`src/design/swm_pkg.sv`:
```
package swm_pkg;

  localparam int SAMPLE_W = 32;
  localparam int CFG_W    = 5;

  typedef struct packed {
    logic signed [SAMPLE_W-1:0] sample;
    logic                       seq_last;
  } swm_in_t;

  typedef struct packed {
    logic signed [SAMPLE_W-1:0] window_max;
    logic                       max_last;
  } swm_out_t;

  typedef enum logic [1:0] {
    ST_IDLE,
    ST_CHECK,
    ST_SCAN,
    ST_EMIT
  } swm_state_e;

  // controller to datapath
  typedef struct packed {
    logic accept;
    logic check;
    logic scan_step;
    logic emit;
  } swm_cmd_t;

  // datapath to controller
  typedef struct packed {
    logic produce;
    logic need_scan;
    logic scan_done;
    logic out_free;
  } swm_sts_t;

endpackage

```
`src/design/swm_ctrl.sv`:
```
module swm_ctrl (
  input  logic             clk_i,
  input  logic             rst_ni,
  input  logic             in_valid_i,
  input  swm_pkg::swm_sts_t sts_i,
  output logic             in_stall_o,
  output swm_pkg::swm_cmd_t cmd_o
);
  import swm_pkg::*;

  swm_state_e state_q, state_d;

  always_ff @(posedge clk_i or negedge rst_ni) begin
    if (!rst_ni) begin
      state_q <= ST_IDLE;
    end else begin
      state_q <= state_d;
    end
  end

  always_comb begin
    state_d    = state_q;
    cmd_o      = '0;
    in_stall_o = 1'b1;
    unique case (state_q)
      ST_IDLE: begin
        in_stall_o = 1'b0;
        if (in_valid_i) begin
          cmd_o.accept = 1'b1;
          state_d      = ST_CHECK;
        end
      end
      ST_CHECK: begin
        cmd_o.check = 1'b1;
        priority if (sts_i.need_scan) begin
          state_d = ST_SCAN;
        end else if (sts_i.produce) begin
          state_d = ST_EMIT;
        end else begin
          state_d = ST_IDLE;
        end
      end
      ST_SCAN: begin
        cmd_o.scan_step = 1'b1;
        if (sts_i.scan_done) begin
          state_d = ST_EMIT;
        end
      end
      ST_EMIT: begin
        if (sts_i.out_free) begin
          cmd_o.emit = 1'b1;
          state_d    = ST_IDLE;
        end
      end
      default: begin
        state_d = ST_IDLE;
      end
    endcase
  end

endmodule

```
`src/design/swm_dp.sv`:
```
module swm_dp #(
  parameter int WINDOW_MAX = 16
) (
  input  logic                       clk_i,
  input  logic                       rst_ni,
  input  logic                       cfg_we_i,
  input  logic [swm_pkg::CFG_W-1:0]  cfg_wdata_i,
  input  swm_pkg::swm_in_t           in_data_i,
  input  swm_pkg::swm_cmd_t          cmd_i,
  output swm_pkg::swm_sts_t          sts_o,
  input  logic                       out_stall_i,
  output logic                       out_valid_o,
  output swm_pkg::swm_out_t          out_data_o
);
  import swm_pkg::*;

  localparam int ADDR_W = (WINDOW_MAX > 1) ? $clog2(WINDOW_MAX) : 1;
  localparam int CNT_W  = $clog2(WINDOW_MAX + 1);
  localparam int RST_K  = (WINDOW_MAX < 3) ? WINDOW_MAX : 3;

  logic signed [SAMPLE_W-1:0] mem_q [WINDOW_MAX];
  logic signed [SAMPLE_W-1:0] rdata_q;
  logic signed [SAMPLE_W-1:0] smp_q;
  logic signed [SAMPLE_W-1:0] cur_q;
  logic                       last_q;
  logic [CNT_W-1:0]           k_q;
  logic [ADDR_W-1:0]          wp_q;
  logic [CNT_W-1:0]           fill_q;
  logic                       full_q;
  logic [CNT_W-1:0]           cnt_q;
  logic                       out_valid_q;
  swm_out_t                   out_q;

  logic [CNT_W-1:0]  cfg_k;
  logic [ADDR_W-1:0] wp_eff;
  logic [CNT_W-1:0]  wp_inc;
  logic [ADDR_W-1:0] wp_nxt;
  logic [CNT_W-1:0]  fill_inc;
  logic              fill_hit;
  logic              fast;
  logic              rd_en;
  logic [ADDR_W-1:0] rd_addr;

  // saturate the window size to one .. WINDOW_MAX
  always_comb begin
    priority if (cfg_wdata_i == '0) begin
      cfg_k = CNT_W'(1);
    end else if (int'(cfg_wdata_i) > WINDOW_MAX) begin
      cfg_k = CNT_W'(WINDOW_MAX);
    end else begin
      cfg_k = CNT_W'(cfg_wdata_i);
    end
  end

  assign wp_eff   = (CNT_W'(wp_q) < k_q) ? wp_q : '0;
  assign wp_inc   = CNT_W'(wp_eff) + CNT_W'(1);
  assign wp_nxt   = (wp_inc >= k_q) ? '0 : wp_inc[ADDR_W-1:0];
  assign fill_inc = fill_q + CNT_W'(1);
  assign fill_hit = (fill_inc >= k_q);
  assign fast     = (rdata_q < cur_q);

  assign sts_o.produce   = full_q | fill_hit;
  assign sts_o.need_scan = full_q ? !fast : fill_hit;
  assign sts_o.scan_done = (cnt_q == k_q);
  assign sts_o.out_free  = !out_valid_q || !out_stall_i;

  assign rd_en   = cmd_i.accept || (cmd_i.scan_step && (cnt_q < k_q));
  assign rd_addr = cmd_i.accept ? wp_eff : cnt_q[ADDR_W-1:0];

  // window ring
  always_ff @(posedge clk_i) begin
    if (cmd_i.check) begin
      mem_q[wp_eff] <= smp_q;
    end
    if (rd_en) begin
      rdata_q <= mem_q[rd_addr];
    end
  end

  always_ff @(posedge clk_i) begin
    if (cmd_i.accept) begin
      smp_q  <= in_data_i.sample;
      last_q <= in_data_i.seq_last;
    end
    if (cmd_i.emit) begin
      out_q.window_max <= cur_q;
      out_q.max_last   <= last_q;
    end
  end

  always_ff @(posedge clk_i or negedge rst_ni) begin
    if (!rst_ni) begin
      k_q         <= CNT_W'(RST_K);
      wp_q        <= '0;
      fill_q      <= '0;
      full_q      <= 1'b0;
      cur_q       <= '0;
      cnt_q       <= '0;
      out_valid_q <= 1'b0;
    end else begin
      if (cfg_we_i) begin
        k_q    <= cfg_k;
        wp_q   <= '0;
        fill_q <= '0;
        full_q <= 1'b0;
      end
      if (cmd_i.check) begin
        cnt_q <= '0;
        if (last_q) begin
          wp_q   <= '0;
          fill_q <= '0;
          full_q <= 1'b0;
        end else begin
          wp_q <= wp_nxt;
          if (!full_q) begin
            fill_q <= fill_hit ? k_q : fill_inc;
            full_q <= fill_hit;
          end
        end
        if (full_q && fast && (smp_q > cur_q)) begin
          cur_q <= smp_q;
        end
      end
      if (cmd_i.scan_step) begin
        if (cnt_q != k_q) begin
          cnt_q <= cnt_q + CNT_W'(1);
        end
        if (cnt_q != '0) begin
          if ((cnt_q == CNT_W'(1)) || (rdata_q > cur_q)) begin
            cur_q <= rdata_q;
          end
        end
      end
      if (cmd_i.emit) begin
        out_valid_q <= 1'b1;
      end else if (!out_stall_i) begin
        out_valid_q <= 1'b0;
      end
    end
  end

  assign out_valid_o = out_valid_q;
  assign out_data_o  = out_q;

endmodule

```
`src/design/sliding_window_max.sv`:
```
// Running maximum over the last window_size signed samples (1 to WINDOW_MAX; zero acts as one,
// larger values saturate). No result comes out until the window first fills, then one maximum
// per sample, tagged with the sample's seq_last; a beat with seq_last set empties the window, as
// does a write of window_size. One sample is in work at a time: after the check state it is
// done if it gives no result, is emitted if the leaving sample is below the running maximum,
// and else the window is first scanned to rebuild the maximum, one stored sample per cycle over
// the single read port. A finished result waits in the output register without holding up input.
module sliding_window_max #(
  parameter int WINDOW_MAX = 16
) (
  input  logic                      clk_i,
  input  logic                      rst_ni,
  input  logic                      cfg_we_i,
  input  logic [swm_pkg::CFG_W-1:0] cfg_wdata_i,
  input  logic                      in_valid_i,
  output logic                      in_stall_o,
  input  swm_pkg::swm_in_t          in_data_i,
  output logic                      out_valid_o,
  input  logic                      out_stall_i,
  output swm_pkg::swm_out_t         out_data_o
);
  import swm_pkg::*;

  swm_cmd_t cmd;
  swm_sts_t sts;

  swm_ctrl u_ctrl (
    .clk_i      (clk_i),
    .rst_ni     (rst_ni),
    .in_valid_i (in_valid_i),
    .sts_i      (sts),
    .in_stall_o (in_stall_o),
    .cmd_o      (cmd)
  );

  swm_dp #(
    .WINDOW_MAX (WINDOW_MAX)
  ) u_dp (
    .clk_i       (clk_i),
    .rst_ni      (rst_ni),
    .cfg_we_i    (cfg_we_i),
    .cfg_wdata_i (cfg_wdata_i),
    .in_data_i   (in_data_i),
    .cmd_i       (cmd),
    .sts_o       (sts),
    .out_stall_i (out_stall_i),
    .out_valid_o (out_valid_o),
    .out_data_o  (out_data_o)
  );

  // busy right after taking a beat
  a_busy_after_accept: assert property (@(posedge clk_i) disable iff (!rst_ni)
    (in_valid_i && !in_stall_o) |=> in_stall_o)
    else $error("input taken while previous sample still in work");

  // a new result only appears out of a sample in work
  a_result_from_work: assert property (@(posedge clk_i) disable iff (!rst_ni)
    $rose(out_valid_o) |-> $past(in_stall_o))
    else $error("result appeared without a sample in work");

  // never overwrite a result that is still waiting
  a_emit_when_free: assert property (@(posedge clk_i) disable iff (!rst_ni)
    cmd.emit |-> (!out_valid_o || !out_stall_i))
    else $error("pending result overwritten");

endmodule

```
`config.mk`:
```
export PLATFORM = sky130hd
export DESIGN_NAME = sliding_window_max
export DESIGN_NICKNAME = d
export VERILOG_FILES = /design/src/design/swm_pkg.sv /design/src/design/swm_ctrl.sv /design/src/design/swm_dp.sv /design/src/design/sliding_window_max.sv
export SDC_FILE = /design/constraint.sdc
export NUM_CORES = 1
export LEC_CHECK = 0
export ABC_AREA = 0
export BUFFER_PORTS_ARGS = -buffer_cell sky130_fd_sc_hd__clkbuf_2
export CAP_MARGIN = 20
export CELL_PAD_IN_SITES_DETAIL_PLACEMENT = 1
export CELL_PAD_IN_SITES_GLOBAL_PLACEMENT = 1
export CORE_UTILIZATION = 47
export DETAILED_ROUTE_END_ITERATION = 7
export PLACE_DENSITY_LB_ADDON = 0.1
export SLEW_MARGIN = 5
export SYNTH_ARGS = -nofsm -noshare
export SYNTH_HDL_FRONTEND = slang
export SYNTH_SLANG_ARGS = --single-unit
```
`constraint.sdc`:
```
create_clock -name clk_i -period 3.7 [get_ports clk_i]
set_input_delay 0.925 -clock clk_i [delete_from_list [all_inputs] [get_ports clk_i]]
set_output_delay 0.925 -clock clk_i [all_outputs]
set_load 0.005 [all_outputs]
```
---- Yosys cells after proc, flatten, opt, wreduce, memory -nomap -nowiden ----
Memories as Yosys holds them, arrays and structs flattened. A register that Yosys moved wholly into a read port is not among the register bits.
Index checks and enable logic that the tools add are counted.
storage, ports and cells
  register bits after elaboration ......... 121
  latch bits .............................. 0
  RAM bits ................................ 512
  ROM bits ................................ 0
  input port bits ......................... 43
  word-level logic and storage cells ...... 92
  memories ................................ 1
cells by class
  add/subtract/negate cells ............... 3
  multiply operators ...................... 0
  divide/modulo/power cells ............... 0
  magnitude comparators ................... 8
  equality and inequality tests ........... 10
  shift operators ......................... 0
  muxes and demuxes ....................... 43
  bitwise operators ....................... 1
  reduce and logical (&&, ||, !) cells .... 14
memories
  memory      words  bits a word  read ports  clocked after Yosys merged registers in  write ports  line          RTL
  u_dp.mem_q  16     32           1           1                                        1            swm_dp.sv:21  logic signed [SAMPLE_W-1:0] mem_q [WINDOW_MAX];
operators by type and width
  operator               count
  $mux W32               5
  $gt A32 B32 Y1         2
  $mux W5                10
  $lt A32 B32 Y1         1
  $mux W4                6
  $mux W1                16
  $add A5 B1 Y5 const B  2
  $ge A5 B5 Y1           2
  $mux W2                5
  $pmux W2 S4            1
  $ne A2 B2 Y1 const B   3
  $add A4 B1 Y5 const B  1
  $eq A5 B1 Y1 const B   1
  $eq A5 B5 Y1           1
  $gt A5 B5 Y1 const B   1
  $logic_not A5 Y1       1
  $lt A4 B5 Y1           1
  $lt A5 B5 Y1           1
  $ne A5 B5 Y1           1
  $reduce_bool A5 Y1     1
  $eq A2 B2 Y1 const B   2
  $logic_and A1 B1 Y1    3
  $logic_not A1 Y1       3
  $logic_or A1 B1 Y1     3
  other kinds (6)        6

---- Longest topological paths before layout ----
  depth in word-level cells ............... 8
  gate-level depth with buffers ........... 16
  gate-level depth less buffers ........... 16

---- Cells and area by module ----
Synthesis repeated with hierarchy kept, for this count alone.
second synthesis, totals
  cells, all modules ...................... 1871
  area, all modules ....................... 27998.1 µm²
by module, submodules not included
  module    times used  cells each  area each (µm²)
  swm_dp    1           1857        27861.7
  swm_ctrl  1           14          136.4

---- Worst setup path before layout ----
Ideal clock, no wire load.
  path kind ............................... input to register
  from .................................... in in_valid_i
  to ...................................... reg u_dp.rdata_q[10], read port of u_dp.mem_q (data pin)
  setup time .............................. 272 ps
  data arrival time ....................... 3502 ps
  setup slack ............................. -74 ps
  stages .................................. 10
  cells stage by stage .................... nand2b_1 > or2_1 > inv_1 > o211a_1 > clkbuf_2 > or2_2 > buf_4 > clkbuf_1 > a311oi_1 > or4_1
RTL lines
  element             line                      RTL
  start: declaration  sliding_window_max.sv:15  input logic in_valid_i,
  end: declaration    swm_dp.sv:22              logic signed [SAMPLE_W-1:0] rdata_q;

---- Worst setup path after layout ----
  from .................................... reg u_dp.k_q[1]
  to ...................................... reg u_dp.rdata_q[18], read port of u_dp.mem_q (data pin)
on the way
  word-level cells in the longest chain between the ends .. 3
  elaborated cells on any way between the ends .. 6
  classes of those cells .................. order compare: 2; mux: 2; reduce/logical: 2
ends and longest elaborated chain
  element                                         line                        RTL
  start: declaration                              swm_dp.sv:26                logic [CNT_W-1:0] k_q;
  start signal: assignment                        swm_dp.sv:93                k_q <= CNT_W'(RST_K);
  start signal: assignment                        swm_dp.sv:102               k_q <= cfg_k;
  $lt A4 B5 Y1 or $lt A5 B5 Y1 (tied branches)    swm_dp.sv:55, swm_dp.sv:67
  $mux W4 or $logic_and A1 B1 Y1 (tied branches)  swm_dp.sv:55, swm_dp.sv:67
  $mux W4 or $logic_or A1 B1 Y1 (tied branches)   swm_dp.sv:68, swm_dp.sv:67
Parallel ways exist; a longest one is shown, timed or not.
A chain may end at the register's enable or synchronous reset.

==> flow_summary.json <==
{
  "status": "finished clean",
  "synth_flop_cell": "edfxtp_1",
  "vias_per_cell": 6.39,
  "numPortBuffers": 77,
  "relSlewSlack_pct": 36.7,
  "area.growth.synth_to_final_pct": 18.2,
  "clkSinkCount": 665,
  "via_count": 19100,
  "ys_seq_area_share_pct": 70.3,
  "min_period_ns": 3.67,
  "die_x_um": 246,
  "drv_slew": 0,
  "maxCapViolCount": 0,
  "cp-start-kind": "flip-flop",
  "syn_area_mm2": 0.0280,
  "power_mw": 26.3,
  "drt_wl_total_mm": 90.4,
  "cts_max_level": 3,
  "timing.critical_path.mode_cell": "a21o_1",
  "period_share_pct": 99.1,
  "grt-ovfl-total": 0,
  "dr.pass1.iters": 7,
  "drc": 0,
  "yosys.area.top_type": "edfxtp_1",
  "critPathArrivalTime_ns": 4.01,
  "placed_cells": 2861,
  "initial_core_util_pct": 47.6,
  "cts_tree": "done",
  "cpPeakStageDelay_ns": 0.62,
  "n_antenna_cell": 0,
  "finalHoldViolations": 0,
  "hpwl_mm": 51.5,
  "power_density_mw_per_mm2": 795,
  "finalNonFillerCells": 2994,
  "core.rowCount": 89,
  "ff2ff_path_depth": 10,
  "async_flop_share_pct": 8.27,
  "critPathBufInv": 2,
  "drt_iter0_markers": 1744,
  "finalClockSkew_ns": 0.0248,
  "die_h_um": 246,
  "finalSetupViolations": 0,
  "ctsHoldBuffers": 0,
  "path_cells": "inv_1, ha_1, a21o_1, a21o_1, a2111o_2, buf_12, and3_1, a2111oi_0, a311oi_1, or4_1",
  "cts-root-buf": "clkbuf_16",
  "ff2ff_setup_slack_ns": 0.03,
  "gp_congestion": 0.793,
  "pre_cts_ws_ns": -0.230,
  "avgSynthCellArea_um2": 13.9,
  "grt_pass1_vias": 20100,
  "yosysWarnings": 0,
  "synth_edf_count": 610,
  "crit_fanout": 39,
  "hold_path.class": "input port to asynchronous set/reset pin",
  "crit_family": "compound AO/OA/AOI/OAI gates",
  "yosysMostFrequentCell": "edfxtp_1",
  "antenna_found_initial": 3,
  "coreArea_mm2": 0.0589,
  "worst_path_max_delay_cell": "a2111o_2",
  "grt_pass1_wl_mm": 133,
  "clock_latency_ns": 0.61,
  "cts.clk_slew.worst_paths_ns": 0.06,
  "cts-buffers-inserted": 73,
  "whs_ns": 0.412,
  "synth.area.top_cells": "edfxtp_1, dfrtp_1, ha_1",
  "grt_usage_pct": 30.2,
  "r2r_start": "u_dp.k_q[1]$_DFFE_PN1P_",
  "synth_top_area_share_pct": 65.4,
  "synthTopCellsByCount": "edfxtp_1, nand2_1, and3_1",
  "tightest_slew_ns": 0.948,
  "drive_gt1_share_pct": 16.7,
  "required_ns": 4.05,
  "syn_inst": 2021,
  "cts.path.max_buffers": 3,
  "die-area_mm2": 0.0606,
  "final.setup.worst_slack_ns": 0.0339,
  "power_leakage_nw": 11.8,
  "boundaryPins": 78,
  "ir_drop_mv": 0.530,
  "end_kind": "flip-flop",
  "ant_nets": 0,
  "criticalPathCategory": "flip-flop to flip-flop",
  "reg2reg_to": "u_dp.rdata_q[18]$_DFFE_PP_",
  "synth.distinct_cells": 57,
  "synth-seq-cells": 665,
  "syn-num-nets": 2154,
  "grt_start_max_net_pins": 62,
  "fmax_mhz": 273,
  "wl_per_cell_um": 30.2,
  "finalNetCount": 2296
}
## worst reg2reg max path, cell delays in order (launching register included)
cell and delay [ns]:
dfstp_2 0.51, inv_1 0.05, ha_1 0.27, a21o_1 0.16
a21o_1 0.24, a2111o_2 0.62, buf_12 0.24, and3_1 0.21
a2111oi_0 0.50, a311oi_1 0.10, or4_1 0.51
## area by class of cell
type | instances | area (µm²)
clock buffer | 94 | 1980
clock inverter | 39 | 437
fill | 5565 | 25800
inverter | 57 | 218
multi-input combinational | 1148 | 7740
sequential | 665 | 19700
tap | 773 | 967
timing repair buffer | 218 | 2080
## sequential cells by signal, indices dropped and copies added (netlist names), named ones only
signal,count
u_ctrl.state_q,1
u_dp.cnt_q,5
u_dp.mem_q,512
u_dp.cur_q,32
u_dp.wp_q,4
u_dp.out_data_o,33
u_dp.last_q,1
u_dp.rdata_q,32
u_dp.full_q,1
u_dp.k_q,5
u_dp.smp_q,32
u_dp.fill_q,5
u_dp.out_valid_o,1
## per-layer routing
layer / part of all wire, % / GRT usage, %
met3: 6.4 / 4.69
met5: 0 / 0
met2: 48 / 49.3
met4: 2.6 / 9.70
met1: 43 / 41.4
## repair_timing
action | in CTS | in global routing
endpoints found under the setup margin | 0 | 14
resized for setup | 0 | 15
buffers inserted | 0 | 0
## kinds of logic after synthesis
family	count (synthesis)	synth area share (%)
xor gates and xnor gates	5	0.156
DFF	665	70.3
buffers and inverters	208	2.95
and+or+nand+nor	588	10.0
AOI/OAI and AO/OA	459	12.3
adders and majority gates	90	4.02
muxes	6	0.268
## stage by stage
stage               area [µm²]  setup TNS, ns  util (%)
global route             33100       -0.00114      56.2
CTS                      33100              0      56.2
floorplan                28000         -10.76         -
global placement         30700         -0.269      52.1
finish                   33100              0      56.2
detailed placement       30700          -2.54      52.1
## power breakdown
part | internal, mW | leakage, nW | switching (mW)
clock network | 4.41 | 1.17 | 2.99
logic | 3.10 | 4.49 | 5.79
registers | 9.47 | 6.17 | 0.562
## worst max path at each step
stage,cells after the start,end,startpoint
4_1_cts,10,u_dp.rdata_q[14]$_DFFE_PP_,u_dp.k_q[1]$_DFFE_PN1P_
6_report,10,u_dp.rdata_q[18]$_DFFE_PP_,u_dp.k_q[1]$_DFFE_PN1P_
5_1_grt,10,u_dp.rdata_q[4]$_DFFE_PP_,u_dp.k_q[1]$_DFFE_PN1P_
3_5_place_dp,10,u_dp.rdata_q[14]$_DFFE_PP_,in_valid_i
2_1_floorplan,8,u_dp.mem_q[4][0]$_DFFE_PP_,u_dp.k_q[1]$_DFFE_PN1P_
3_3_place_gp,10,u_dp.rdata_q[14]$_DFFE_PP_,in_valid_i
## cell usage in the layout (no fill, tap or decap), types with 13 or more instances in the layout
| cell | instances |
|---|---|
| edfxtp_1 | 610 |
| clkbuf_2 | 76 |
| a311oi_1 | 128 |
| a21oi_1 | 64 |
| inv_1 | 56 |
| ha_1 | 90 |
| a2111oi_0 | 115 |
| clkbuf_16 | 74 |
| buf_12 | 51 |
| nand3_1 | 14 |
| nor2_1 | 57 |
| dfrtp_1 | 53 |
| nand2_1 | 283 |
| or4_1 | 32 |
| buf_4 | 90 |
| nand4_1 | 13 |
| a31oi_1 | 33 |
| and3_1 | 131 |
| clkbuf_1 | 15 |
| nor2_4 | 18 |
| o21ai_0 | 60 |
Power figures use the tool's default switching activity.
